`config.mk`:
```
export PLATFORM = sky130hd
export DESIGN_NAME = wpc_queue
export DESIGN_NICKNAME = d
export VERILOG_FILES = /design/src/rtl/wpc_pkg.sv /design/src/rtl/wpc_queue.sv
export SDC_FILE = /design/constraint.sdc
export NUM_CORES = 1
export LEC_CHECK = 0
export ABC_CLOCK_PERIOD_IN_PS = 18450
export BUFFER_PORTS_ARGS = -buffer_cell sky130_fd_sc_hd__buf_4
export CAP_MARGIN = 10
export CELL_PAD_IN_SITES_DETAIL_PLACEMENT = 0
export CELL_PAD_IN_SITES_GLOBAL_PLACEMENT = 1
export CORE_MARGIN = 3
export CORE_UTILIZATION = 35
export CTS_CLUSTER_DIAMETER = 80
export DETAILED_ROUTE_END_ITERATION = 16
export PLACE_DENSITY_LB_ADDON = 0.1
export SLEW_MARGIN = 0
export SYNTH_ARGS = -nofsm -noshare
export SYNTH_HDL_FRONTEND = slang
export SYNTH_SLANG_ARGS = --single-unit
```
`constraint.sdc`:
```
create_clock -name clk -period 18.45 [get_ports clk]
set_input_delay 3.69 -clock clk [delete_from_list [all_inputs] [get_ports clk]]
set_output_delay 3.69 -clock clk [all_outputs]
set_load 0.01 [all_outputs]
```
`src/rtl/wpc_pkg.sv`:
```
package wpc_pkg;

  // sample and window sizing
  localparam int SAMPLE_W    = 16;
  localparam int MAX_WINDOW  = 16384;
  localparam int CNT_W       = 15;
  localparam int SUM_W       = 31;
  localparam int SQ_W        = 45;
  localparam int XP_W        = 46;

  // back-end arithmetic widths
  localparam int TERM_W      = 64;
  localparam int PROD_W      = 2 * TERM_W;
  localparam int DIGIT_W     = 16;
  localparam int DIGITS      = TERM_W / DIGIT_W;
  localparam int DIGIT_IDX_W = $clog2(DIGITS);
  localparam int PP_W        = TERM_W + DIGIT_W;
  localparam int SRCH_W      = 160;

  // result format
  localparam int COEF_W      = 16;
  localparam int Q_FRAC      = COEF_W - 1;
  localparam int M_W         = Q_FRAC + 1;
  localparam int BIT_IDX_W   = $clog2(M_W);
  localparam int SRCH_B_SH   = Q_FRAC + 2;
  localparam int SRCH_P_SH   = 2 * Q_FRAC + 2;
  localparam int SRCH_T_SH   = 2 * DIGIT_W;
  localparam int VAL_W       = COEF_W + 2;
  localparam int COEF_ONE    = 32768;
  localparam int COEF_MAX    = 32767;
  localparam int COEF_MIN    = -32768;

  // window queue
  localparam int QUEUE_DEPTH = 2;

  // closed window handed from front to back
  typedef struct packed {
    logic [CNT_W-1:0]        n;
    logic signed [SUM_W-1:0] sx;
    logic signed [SUM_W-1:0] sy;
    logic [SQ_W-1:0]         sxx;
    logic [SQ_W-1:0]         syy;
    logic signed [XP_W-1:0]  sxy;
  } window_t;

  // products formed by the shared multiplier, in order
  typedef enum logic [2:0] {
    OP_N_XY  = 3'd0,
    OP_X_Y   = 3'd1,
    OP_N_XX  = 3'd2,
    OP_X_X   = 3'd3,
    OP_N_YY  = 3'd4,
    OP_Y_Y   = 3'd5,
    OP_VX_VY = 3'd6,
    OP_C_C   = 3'd7
  } mul_op_t;

  // magnitude of a signed term
  function automatic logic [TERM_W-1:0] term_mag(input logic signed [TERM_W-1:0] v);
    logic [TERM_W-1:0] r;
    r = v[TERM_W-1] ? $unsigned(-v) : $unsigned(v);
    return r;
  endfunction

endpackage

```
`src/rtl/wpc_queue.sv`:
```
module wpc_queue (
  input  logic             clk,
  input  logic             rst,
  input  logic             push_valid,
  output logic             push_ready,
  input  wpc_pkg::window_t push_data,
  output logic             pop_valid,
  input  logic             pop_ready,
  output wpc_pkg::window_t pop_data
);

  localparam int PTR_W = $clog2(wpc_pkg::QUEUE_DEPTH);
  localparam int FILL_W = $clog2(wpc_pkg::QUEUE_DEPTH + 1);

  wpc_pkg::window_t entries [wpc_pkg::QUEUE_DEPTH];
  logic [PTR_W-1:0]  wr_ptr;
  logic [PTR_W-1:0]  rd_ptr;
  logic [FILL_W-1:0] fill;
  logic push;
  logic pop;

  assign push_ready = fill != FILL_W'(wpc_pkg::QUEUE_DEPTH);
  assign pop_valid  = fill != '0;
  assign push       = push_valid & push_ready;
  assign pop        = pop_valid & pop_ready;
  assign pop_data   = entries[rd_ptr];

  // window storage
  always_ff @(posedge clk) begin
    if (push) begin
      entries[wr_ptr] <= push_data;
    end
  end

  // pointers and fill level
  always_ff @(posedge clk) begin
    if (rst) begin
      wr_ptr <= '0;
      rd_ptr <= '0;
      fill   <= '0;
    end else begin
      if (push) begin
        wr_ptr <= wr_ptr + 1'b1;
      end
      if (pop) begin
        rd_ptr <= rd_ptr + 1'b1;
      end
      if (push & ~pop) begin
        fill <= fill + 1'b1;
      end else if (pop & ~push) begin
        fill <= fill - 1'b1;
      end
    end
  end

endmodule

```
==> metrics.txt <==
status=finished, final reports clean; Hold Crit Depth=2; Net Count, Synth=905; clock-pin slew on the worst setup and hold paths=about 60 ps; sw frac=26.3%; reg2reg path depth=4; Clock Power Share=between 20% and 30%; VDD IR max=between 80 and 90 uV; quantity of gates resized following cts=0; P per Cell Area=138 nW/um^2; mapped cell area=between 15000 and 20000 um^2; Worst-Margin Slew=between 1000 and 1500 ps; I/O Pins=between 400 and 500; R2R Path End=entries[1][59]; post-route non-filler standard cell count=1790; crit path capture type=output pin; CTS root buf=clkbuf_16; Die Y-Extent=222 um; WP data arrival=between 3000 and 4000 ps; Overflow after GRT=0; DR vias/cell=4.49; max frequency=approximately 0.14 GHz; Longest Clk Path Bufs=3; number of enable flip-flop cells after synthesis=between 400 and 500; maximum fanout along the worst path=57; Synth Flop Type=edfxtp_1; final period utilization=between 30% and 40%; Synth Area in Simple Gates=less than 1%; top cells by area, synth=edfxtp_1 78%, mux2_4 16%, mux2_2 3.0%; Die Span X=approximately 220 um; Top Family by Delay on Critical Path=buffers and inverters; final WL=38200 um; crit-path cells=buf_4, buf_4, mux2_2, buf_4; H-tree depth=2; FF-to-FF Start=fill[0]; top cell type's share of synthesized area=about four fifths; fraction of registers with async set or reset after synthesis=0%; hold path startpoint=rd_ptr; worst skew pair latency=570 ps; Area Overhead vs Synth=32.5%; postcts setup bufs=0; Synth warnings=0; worst endpoint required time=14760 ps; initial core utilization=a little over a third; post-DP HPWL=around 26000 um; Placer Congestion=~0.74; worst reg2reg setup slack=~15000 ps; Yosys reg bits=roughly 430; slew margin rel.=roughly 28%; Buf/Inv on CP=3; most frequent cells after synthesis=426 x edfxtp_1, 170 x mux2_4, 43 x mux2_2; post-synth top area cell=edfxtp_1; pin count of the biggest net entering global routing=107; Slew Viols, Final=0; most used cell, CP=buf_4; DRC errors left=0; cell count after placement=about 1700; setup TNS=0 ps; RSZ-0062 raised after global routing=no; Rows=78; gr usage total=between 15 and 20%; initial antenna violation count=4; number of distinct library cells after synthesis=19; Port Buf Inserts=431; multiplexer share of the synthesized area=a little under a fifth; 1st-iter DRT viols=between 300 and 400; cts hold-fix bufs=0; XOR/XNOR Fraction of Synth Area=less than 1%; most frequent cell after synthesis=edfxtp_1; # setup viols final=0; Synth Area in Compound Gates=less than 1%; main combinational cell family by area after synthesis=multiplexers; Worst Hold Class=reg2reg; Synth Instances=about 700; Syn Area/Cell=23.7 um^2; Hold Path End=rd_ptr; Flop pwr share=a little over two fifths; Die ar.=49200 um^2; Slowest Stage Delay on Critical Path=roughly 900 ps; Core ar.=between 40000 and 50000 um^2; Seq/Total Area, Yosys=just under 80%; DP Worst Slack=11980 ps; Post-Synth Adder-Cell Area=less than 1%; vias in the first global route=8691; layout cells sized above 1=60.8%; via count=roughly 8000; total CTS buffers=48; drt pass-1 iters=5; WL/cell=around 21 um; leakage=approximately 8.3 nW; Worst path slowest cell=buf_4; Final min period=~6900 ps; first-pass GRT wire length=~56000 um; switching power=just under 800 uW; # nets final=1371; logic gate share of total power=between 20% and 30%; Pint=approximately 2.2 mW; CTS tree=done; crit start category=flop; Crit path depth=4; CP Class=reg2out; max-cap violations=0; total clock sinks=between 400 and 500; Fin. Hold Viols=0; Worst Clk Skew=17.4 ps; ANT nets after route=0; final worst slack=approximately 12000 ps
==> area by class of cell <==
cell class	instances	area (um^2)
diodes	4	10.0
clock buffers	61	1270
clock inverters	22	189
fillers	3988	24100
inverters	1	11.3
multi-input cells	231	3160
flip-flops and latches	431	12900
well taps	600	751
repair buffers	440	3300
==> registers in the layout, summed over array words and instances, names as in the netlist, named ones only <==
| signal | flops |
|---|---|
| wr_ptr | 1 |
| fill | 2 |
| entries | 426 |
| rd_ptr | 1 |
==> kinds of logic after synthesis <==
| family | after synthesis |
|---|---|
| DFF | 431 |
| muxes | 213 |
| buffers and inverters | 25 |
| and+or+nand+nor | 9 |
| AOI/OAI and AO/OA | 5 |
| xor gates and xnor gates | 3 |
| adders and majority gates | 1 |
==> power groups by stage <==
stage	Combinational, mW	Clock [mW]	Sequential (mW)
final	0.836	0.891	1.25
after global routing	0.895	0.965	1.27
after CTS	0.860	0.923	1.26
after detailed placement	0.856	0	1.28
after global placement	0.858	0	1.27
after floorplan	0.499	0	1.29
==> how the worst max path moves through the flow <==
stage / from / endpoint / slack (ps)
after floorplan: push_valid / entries[1][0] / 9250
after global placement: push_valid / entries[1][198] / 11970
after detailed placement: push_valid / entries[1][59] / 11980
after CTS: flop / pop_data[205] / 11410
after global routing: flop / pop_data[205] / 11300
final: flop / pop_data[200] / 11520
==> metrics by stage <==
step	total power, mW	hold slack, ps	area (um^2)	utilization [%]
2_1_floorplan	1.79	471	16300	-
3_3_place_gp	2.13	487	20100	44.1
3_5_place_dp	2.13	495	20100	44.1
4_1_cts	3.04	513	21600	47.3
5_1_grt	3.13	560	21600	47.3
6_report	2.98	510	21600	47.3
==> worst register-to-register path, cell delays in order, from the launching register on <==
cell and delay (ps):
dfxtp_1 390, nand2b_1 250, and3_4 640, buf_4 780, buf_4 740
==> placed cells by master, fill, tap and decap left out, types with 3 or more instances in the layout <==
master,synthesis,layout
nor2_1,3,3
clkbuf_16,0,49
edfxtp_1,426,426
mux2_4,170,170
clkinv_2,0,8
mux2_2,43,43
dfxtp_1,5,4
clkbuf_1,0,12
buf_4,0,440
bufinv_16,0,3
xor2_1,3,3
clkinv_1,0,8
diode_2,0,4
==> per-layer routing <==
metal | track usage, % | part of all wire [%] | vias up
met5 | 0 | 0.029 | -
met4 | 5.63 | 2.9 | 2
met3 | 6.21 | 9.4 | 63
met2 | 25.4 | 50 | 264
met1 | 17.4 | 37 | 4026
li1 | - | - | 3675
Power figures use the tool's default switching activity.
