### src/rtl/wpc_pkg.sv
package wpc_pkg;

  // sample and window sizing
  localparam int SAMPLE_W    = 16;
  localparam int MAX_WINDOW  = 16384;
  localparam int CNT_W       = 15;
  localparam int SUM_W       = 31;
  localparam int SQ_W        = 45;
  localparam int XP_W        = 46;

  // back-end arithmetic widths
  localparam int TERM_W      = 64;
  localparam int PROD_W      = 2 * TERM_W;
  localparam int DIGIT_W     = 16;
  localparam int DIGITS      = TERM_W / DIGIT_W;
  localparam int DIGIT_IDX_W = $clog2(DIGITS);
  localparam int PP_W        = TERM_W + DIGIT_W;
  localparam int SRCH_W      = 160;

  // result format
  localparam int COEF_W      = 16;
  localparam int Q_FRAC      = COEF_W - 1;
  localparam int M_W         = Q_FRAC + 1;
  localparam int BIT_IDX_W   = $clog2(M_W);
  localparam int SRCH_B_SH   = Q_FRAC + 2;
  localparam int SRCH_P_SH   = 2 * Q_FRAC + 2;
  localparam int SRCH_T_SH   = 2 * DIGIT_W;
  localparam int VAL_W       = COEF_W + 2;
  localparam int COEF_ONE    = 32768;
  localparam int COEF_MAX    = 32767;
  localparam int COEF_MIN    = -32768;

  // window queue
  localparam int QUEUE_DEPTH = 2;

  // closed window handed from front to back
  typedef struct packed {
    logic [CNT_W-1:0]        n;
    logic signed [SUM_W-1:0] sx;
    logic signed [SUM_W-1:0] sy;
    logic [SQ_W-1:0]         sxx;
    logic [SQ_W-1:0]         syy;
    logic signed [XP_W-1:0]  sxy;
  } window_t;

  // products formed by the shared multiplier, in order
  typedef enum logic [2:0] {
    OP_N_XY  = 3'd0,
    OP_X_Y   = 3'd1,
    OP_N_XX  = 3'd2,
    OP_X_X   = 3'd3,
    OP_N_YY  = 3'd4,
    OP_Y_Y   = 3'd5,
    OP_VX_VY = 3'd6,
    OP_C_C   = 3'd7
  } mul_op_t;

  // magnitude of a signed term
  function automatic logic [TERM_W-1:0] term_mag(input logic signed [TERM_W-1:0] v);
    logic [TERM_W-1:0] r;
    r = v[TERM_W-1] ? $unsigned(-v) : $unsigned(v);
    return r;
  endfunction

endpackage

### src/rtl/wpc_if.sv
interface wpc_sample_if;
  logic                                 valid;
  logic                                 ready;
  logic signed [wpc_pkg::SAMPLE_W-1:0]  sample_x;
  logic signed [wpc_pkg::SAMPLE_W-1:0]  sample_y;
  logic                                 last_sample;

  modport source (output valid, sample_x, sample_y, last_sample, input ready);
  modport sink   (input valid, sample_x, sample_y, last_sample, output ready);
endinterface


### src/rtl/wpc_front.sv
module wpc_front (
  input  logic             clk,
  input  logic             rst,
  wpc_sample_if.sink       samples,
  output logic             push_valid,
  input  logic             push_ready,
  output wpc_pkg::window_t push_data
);

  logic [wpc_pkg::CNT_W-1:0]         pair_count;
  logic signed [wpc_pkg::SUM_W-1:0]  sum_first;
  logic signed [wpc_pkg::SUM_W-1:0]  sum_second;
  logic [wpc_pkg::SQ_W-1:0]          sum_first_squared;
  logic [wpc_pkg::SQ_W-1:0]          sum_second_squared;
  logic signed [wpc_pkg::XP_W-1:0]   sum_cross_product;

  logic [wpc_pkg::CNT_W-1:0]         pair_count_next;
  logic signed [wpc_pkg::SUM_W-1:0]  sum_first_next;
  logic signed [wpc_pkg::SUM_W-1:0]  sum_second_next;
  logic [wpc_pkg::SQ_W-1:0]          sum_first_squared_next;
  logic [wpc_pkg::SQ_W-1:0]          sum_second_squared_next;
  logic signed [wpc_pkg::XP_W-1:0]   sum_cross_product_next;

  logic signed [2*wpc_pkg::SAMPLE_W-1:0] prod_xx;
  logic signed [2*wpc_pkg::SAMPLE_W-1:0] prod_yy;
  logic signed [2*wpc_pkg::SAMPLE_W-1:0] prod_xy;
  logic accept;
  logic close;

  // a word is taken whenever the queue has room for a closing window
  assign samples.ready = push_ready;
  assign accept        = samples.valid & samples.ready;

  // per-pair products
  assign prod_xx = samples.sample_x * samples.sample_x;
  assign prod_yy = samples.sample_y * samples.sample_y;
  assign prod_xy = samples.sample_x * samples.sample_y;

  // running sums including the current pair
  assign pair_count_next         = pair_count + 1'b1;
  assign sum_first_next          = sum_first + wpc_pkg::SUM_W'(samples.sample_x);
  assign sum_second_next         = sum_second + wpc_pkg::SUM_W'(samples.sample_y);
  assign sum_first_squared_next  = sum_first_squared + wpc_pkg::SQ_W'($unsigned(prod_xx));
  assign sum_second_squared_next = sum_second_squared + wpc_pkg::SQ_W'($unsigned(prod_yy));
  assign sum_cross_product_next  = sum_cross_product + wpc_pkg::XP_W'(prod_xy);

  // window closes on the last flag or when full
  assign close = samples.last_sample |
                 (pair_count_next == wpc_pkg::CNT_W'(wpc_pkg::MAX_WINDOW));

  assign push_valid = accept & close;
  assign push_data  = '{n:   pair_count_next,
                        sx:  sum_first_next,
                        sy:  sum_second_next,
                        sxx: sum_first_squared_next,
                        syy: sum_second_squared_next,
                        sxy: sum_cross_product_next};

  // accumulators
  always_ff @(posedge clk) begin
    if (rst) begin
      pair_count         <= '0;
      sum_first          <= '0;
      sum_second         <= '0;
      sum_first_squared  <= '0;
      sum_second_squared <= '0;
      sum_cross_product  <= '0;
    end else if (accept) begin
      if (close) begin
        pair_count         <= '0;
        sum_first          <= '0;
        sum_second         <= '0;
        sum_first_squared  <= '0;
        sum_second_squared <= '0;
        sum_cross_product  <= '0;
      end else begin
        pair_count         <= pair_count_next;
        sum_first          <= sum_first_next;
        sum_second         <= sum_second_next;
        sum_first_squared  <= sum_first_squared_next;
        sum_second_squared <= sum_second_squared_next;
        sum_cross_product  <= sum_cross_product_next;
      end
    end
  end

`ifndef ASSERT_OFF
  // an open window never reaches the full size
  a_count_below_max: assert property (@(posedge clk) disable iff (rst)
    pair_count < wpc_pkg::CNT_W'(wpc_pkg::MAX_WINDOW))
    else $error("open window reached full size");
`endif

endmodule

### src/flat_wrapper.sv
// flat-port wrapper written by rule: the top's interface ports become plain ports
module wpc_front_flat 
  (clk, rst, push_valid, push_ready, push_data, samples_valid, samples_sample_x, samples_sample_y, samples_last_sample, samples_ready);
  wpc_sample_if samples_i ();
  input  logic clk;
  input  logic rst;
  output logic push_valid;
  input  logic push_ready;
  output wpc_pkg::window_t push_data;
  input wire logic [$bits(samples_i.valid)-1:0] samples_valid;
  input wire logic [$bits(samples_i.sample_x)-1:0] samples_sample_x;
  input wire logic [$bits(samples_i.sample_y)-1:0] samples_sample_y;
  input wire logic [$bits(samples_i.last_sample)-1:0] samples_last_sample;
  output wire logic [$bits(samples_i.ready)-1:0] samples_ready;
  assign samples_i.valid = samples_valid;
  assign samples_i.sample_x = samples_sample_x;
  assign samples_i.sample_y = samples_sample_y;
  assign samples_i.last_sample = samples_last_sample;
  assign samples_ready = samples_i.ready;
  wpc_front u_core (.clk(clk), .rst(rst), .samples(samples_i), .push_valid(push_valid), .push_ready(push_ready), .push_data(push_data));
endmodule
### config.mk
export PLATFORM = sky130hd
export DESIGN_NAME = wpc_front_flat
export DESIGN_NICKNAME = d
export VERILOG_FILES = /design/src/rtl/wpc_pkg.sv /design/src/rtl/wpc_if.sv /design/src/rtl/wpc_front.sv /design/src/flat_wrapper.sv
export SDC_FILE = /design/constraint.sdc
export NUM_CORES = 2
export LEC_CHECK = 0
export ABC_AREA = 1
export BUFFER_PORTS_ARGS = -buffer_cell sky130_fd_sc_hd__buf_2
export CAP_MARGIN = 20
export CELL_PAD_IN_SITES_DETAIL_PLACEMENT = 1
export CELL_PAD_IN_SITES_GLOBAL_PLACEMENT = 1
export CORE_AREA = 8 8 286 426
export CTS_CLUSTER_DIAMETER = 100
export DETAILED_ROUTE_END_ITERATION = 16
export DIE_AREA = 0 0 294 434
export PLACE_DENSITY = 0.9
export SYNTH_ARGS = -nofsm -noshare
export SYNTH_HDL_FRONTEND = slang
export SYNTH_SLANG_ARGS = --single-unit
### constraint.sdc
create_clock -name clk -period 13.1 [get_ports clk]
set_input_delay 1.31 -clock clk [delete_from_list [all_inputs] [get_ports clk]]
set_output_delay 1.31 -clock clk [all_outputs]
set_load 0.01 [all_outputs]
==> flow_summary.json <==
{
  "outcome": "completed",
  "postCtsSetupRepairBufs": 0,
  "drc": 0,
  "fp-row-count": 153,
  "cts_num_sinks": 213,
  "synthesis.area_um2": 51600,
  "postLayoutCoreUtil": 0.478,
  "drive_above_1_share": 0.0474,
  "final_nets": 8867,
  "cts_hold_buf": 0,
  "skew_ns": 0.0401,
  "worst_slew_pin_slew_ns": 1.14,
  "r2r-end": "u_core.sum_cross_product[19]$_SDFFE_PP0P_",
  "die_w_um": 294,
  "clockBufferDepth": 3,
  "post-route-min-period_ns": 11.45,
  "setup_violations": 0,
  "drtAntennaViolNets": 0,
  "ys_ff_latch": 213,
  "cts_inserted_buffers": 30,
  "place_congestion": 0.981,
  "start_util": 0.447,
  "min_period_over_period": 0.874,
  "hp-start": "u_core.sum_cross_product[15]$_SDFFE_PP0P_",
  "grt_pass1_vias": 56900,
  "grt_usage": 0.314,
  "crit_arrival_ns": 10.14,
  "startpoint": "samples_sample_y[15]",
  "yosys_warnings": 0,
  "cts_tree": "yes",
  "insertion_delay_ns": 0.68,
  "finalHoldViolCount": 0,
  "setup_tns_ns": 0,
  "drv_cap": 0,
  "portBuffers": 251,
  "path_class": "input port to output port",
  "htreeDepth": 1,
  "ioPinCount": 252,
  "grt-ovfl-total": 0,
  "grt_pass1_wl_mm": 314,
  "finalMaxSlewViolations": 0,
  "synthArstFlopShare": 0,
  "min_path_type": "register to register",
  "required_ns": 11.79,
  "postSynthCellCount": 7452,
  "drtIter0Drc": 2498,
  "start_kind": "input port",
  "dieArea_um2": 128000,
  "synth_nets": 8753,
  "antenna_found_initial": 5,
  "coreArea_um2": 115000,
  "dp_hpwl_mm": 164,
  "crit_top_cell": "nand2_1",
  "rsz0062_at_grt": "false",
  "synth_flop_cell": "dfxtp_1",
  "slew_headroom": 0.239,
  "reg2reg_setup_slack_ns": 7.73,
  "syn2layout_area_growth_pct": 7.02,
  "synth_edf_count": 0,
  "drt_wl_total_mm": 201,
  "worst-path-max-fanout": 36,
  "cts_root_buf": "clkbuf_16",
  "avgSynthCellArea_um2": 6.92,
  "hold_path_depth": 2,
  "drt-pass1-iter-count": 5,
  "worst_r2r_path_depth": 20,
  "viasPerCell": 5.41,
  "fmax_mhz": 87.3,
  "slowest_stage": "inv_1",
  "cp-end-kind": "output port",
  "reg2reg_from": "u_core.sum_cross_product[3]$_SDFFE_PP0P_",
  "worstHoldEndpoint": "u_core.sum_cross_product[15]$_SDFFE_PP0P_",
  "grt_max_degree": 153,
  "synth.distinct_cells": 43,
  "path_clk_slew_ns": 0.06,
  "fp.dieH_um": 434,
  "wl_per_cell_um": 22.0,
  "yosysSeqAreaShare": 0.0827,
  "slowest_delay_ns": 0.58,
  "num_vias": 49400,
  "cts_resized": 0
}
worst max-delay path by stage:
| stage | to | slack (ns) |
|---|---|---|
| 6_report | push_data[90] | 1.65 |
| 5_1_grt | push_data[90] | 1.23 |
| 4_1_cts | push_data[84] | 1.78 |
| 3_5_place_dp | push_data[90] | 1.90 |
| 3_3_place_gp | push_data[81] | 2.04 |
| 2_1_floorplan | push_data[127] | 3.86 |
logic make-up after synthesis:
kind of cell	Yosys count	share of synthesized area
flops	213	0.0827
simple gates	3236	0.253
fa+ha+maj	1264	0.427
compound gates	545	0.0576
buf+inv	2015	0.149
xor+xnor	179	0.0304
per-stage QoR:
stage                     setup slack, ns  std cells  hold WS [ns]  area (um2)
final                                1.65       9139         0.468       55200
after global routing                 1.23       9139         0.487       55200
after CTS                            1.78       9136         0.470       55200
after detailed placement             1.90       9083         0.461       54200
after global placement               2.04       9083         0.455       54200
after floorplan                      3.86       7452         0.445       51600
critical path, delay by kind of cell:
family	cells	cell delay (ns)
compound gates	4	0.95
simple gates	14	2.00
buf+inv	11	2.10
fa+ha+maj	8	3.69
state kept, by name, indices dropped and copies added, names as in the netlist:
name and cells:
u_core.sum_first_squared 45, u_core.sum_second 31, u_core.sum_second_squared 45, u_core.sum_first 31
u_core.sum_cross_product 46, u_core.pair_count 15
routing by layer:
layer	GRT usage	up-vias	routed length, um
met4	0.235	4	17600
met3	0.0420	888	8940
li1	-	22400	-
met1	0.314	24400	69700
met5	0	-	27
met2	0.587	1734	104000
placed cells by master, fill, tap and decap left out, drive strengths merged:
cell type,n
buf,281
nand3b,14
clkinv,13
nand3,431
diode,2
xnor2,31
a21o,24
nor3b,2
nor3,34
a211oi,4
o221a,1
a31o,4
or2,14
a21boi,7
nor2,508
nor4,6
o21bai,35
nand2,2152
a31oi,9
and3,4
nand4,67
or3,1
o21ai,85
o211ai,3
and2,1
clkbuf,38
ha,434
xor2,148
o21a,3
nand2b,2
inv,1814
fa,830
o211a,1
bufinv,3
a21oi,367
dfxtp,213
clkinvlp,1
a221oi,2
synthesized netlist by cell type (24+ instances only):
cell type  instances  area [um2]
clkbuf_1         158         593
xor2_1           148        1300
o21ai_0           85         425
a21oi_1          366        1830
o21bai_1          35         263
nand2_1         2152        8080
nand4_1           67         419
ha_1             434        5430
nor3_1            33         165
nor2_1           504        1890
nand3_1          430        2150
inv_1           1812        6800
xnor2_1           31         272
fa_1             830       16600
a21o_1            24         180
dfxtp_1          213        4260
area by class of cell:
type	count	area [um2]
Inverter	1815	6820
Multi-Input combinational cell	5224	39600
Timing Repair Buffer	282	1530
Antenna cell	2	5.00
Sequential cell	213	4260
Tap cell	1550	1940
Fill cell	15200	60200
Clock buffer	37	807
Clock inverter	16	205
Power is left out: the tool's default activity adds up to more than one toggle a clock period on the data nets, which glitch-free logic cannot reach.
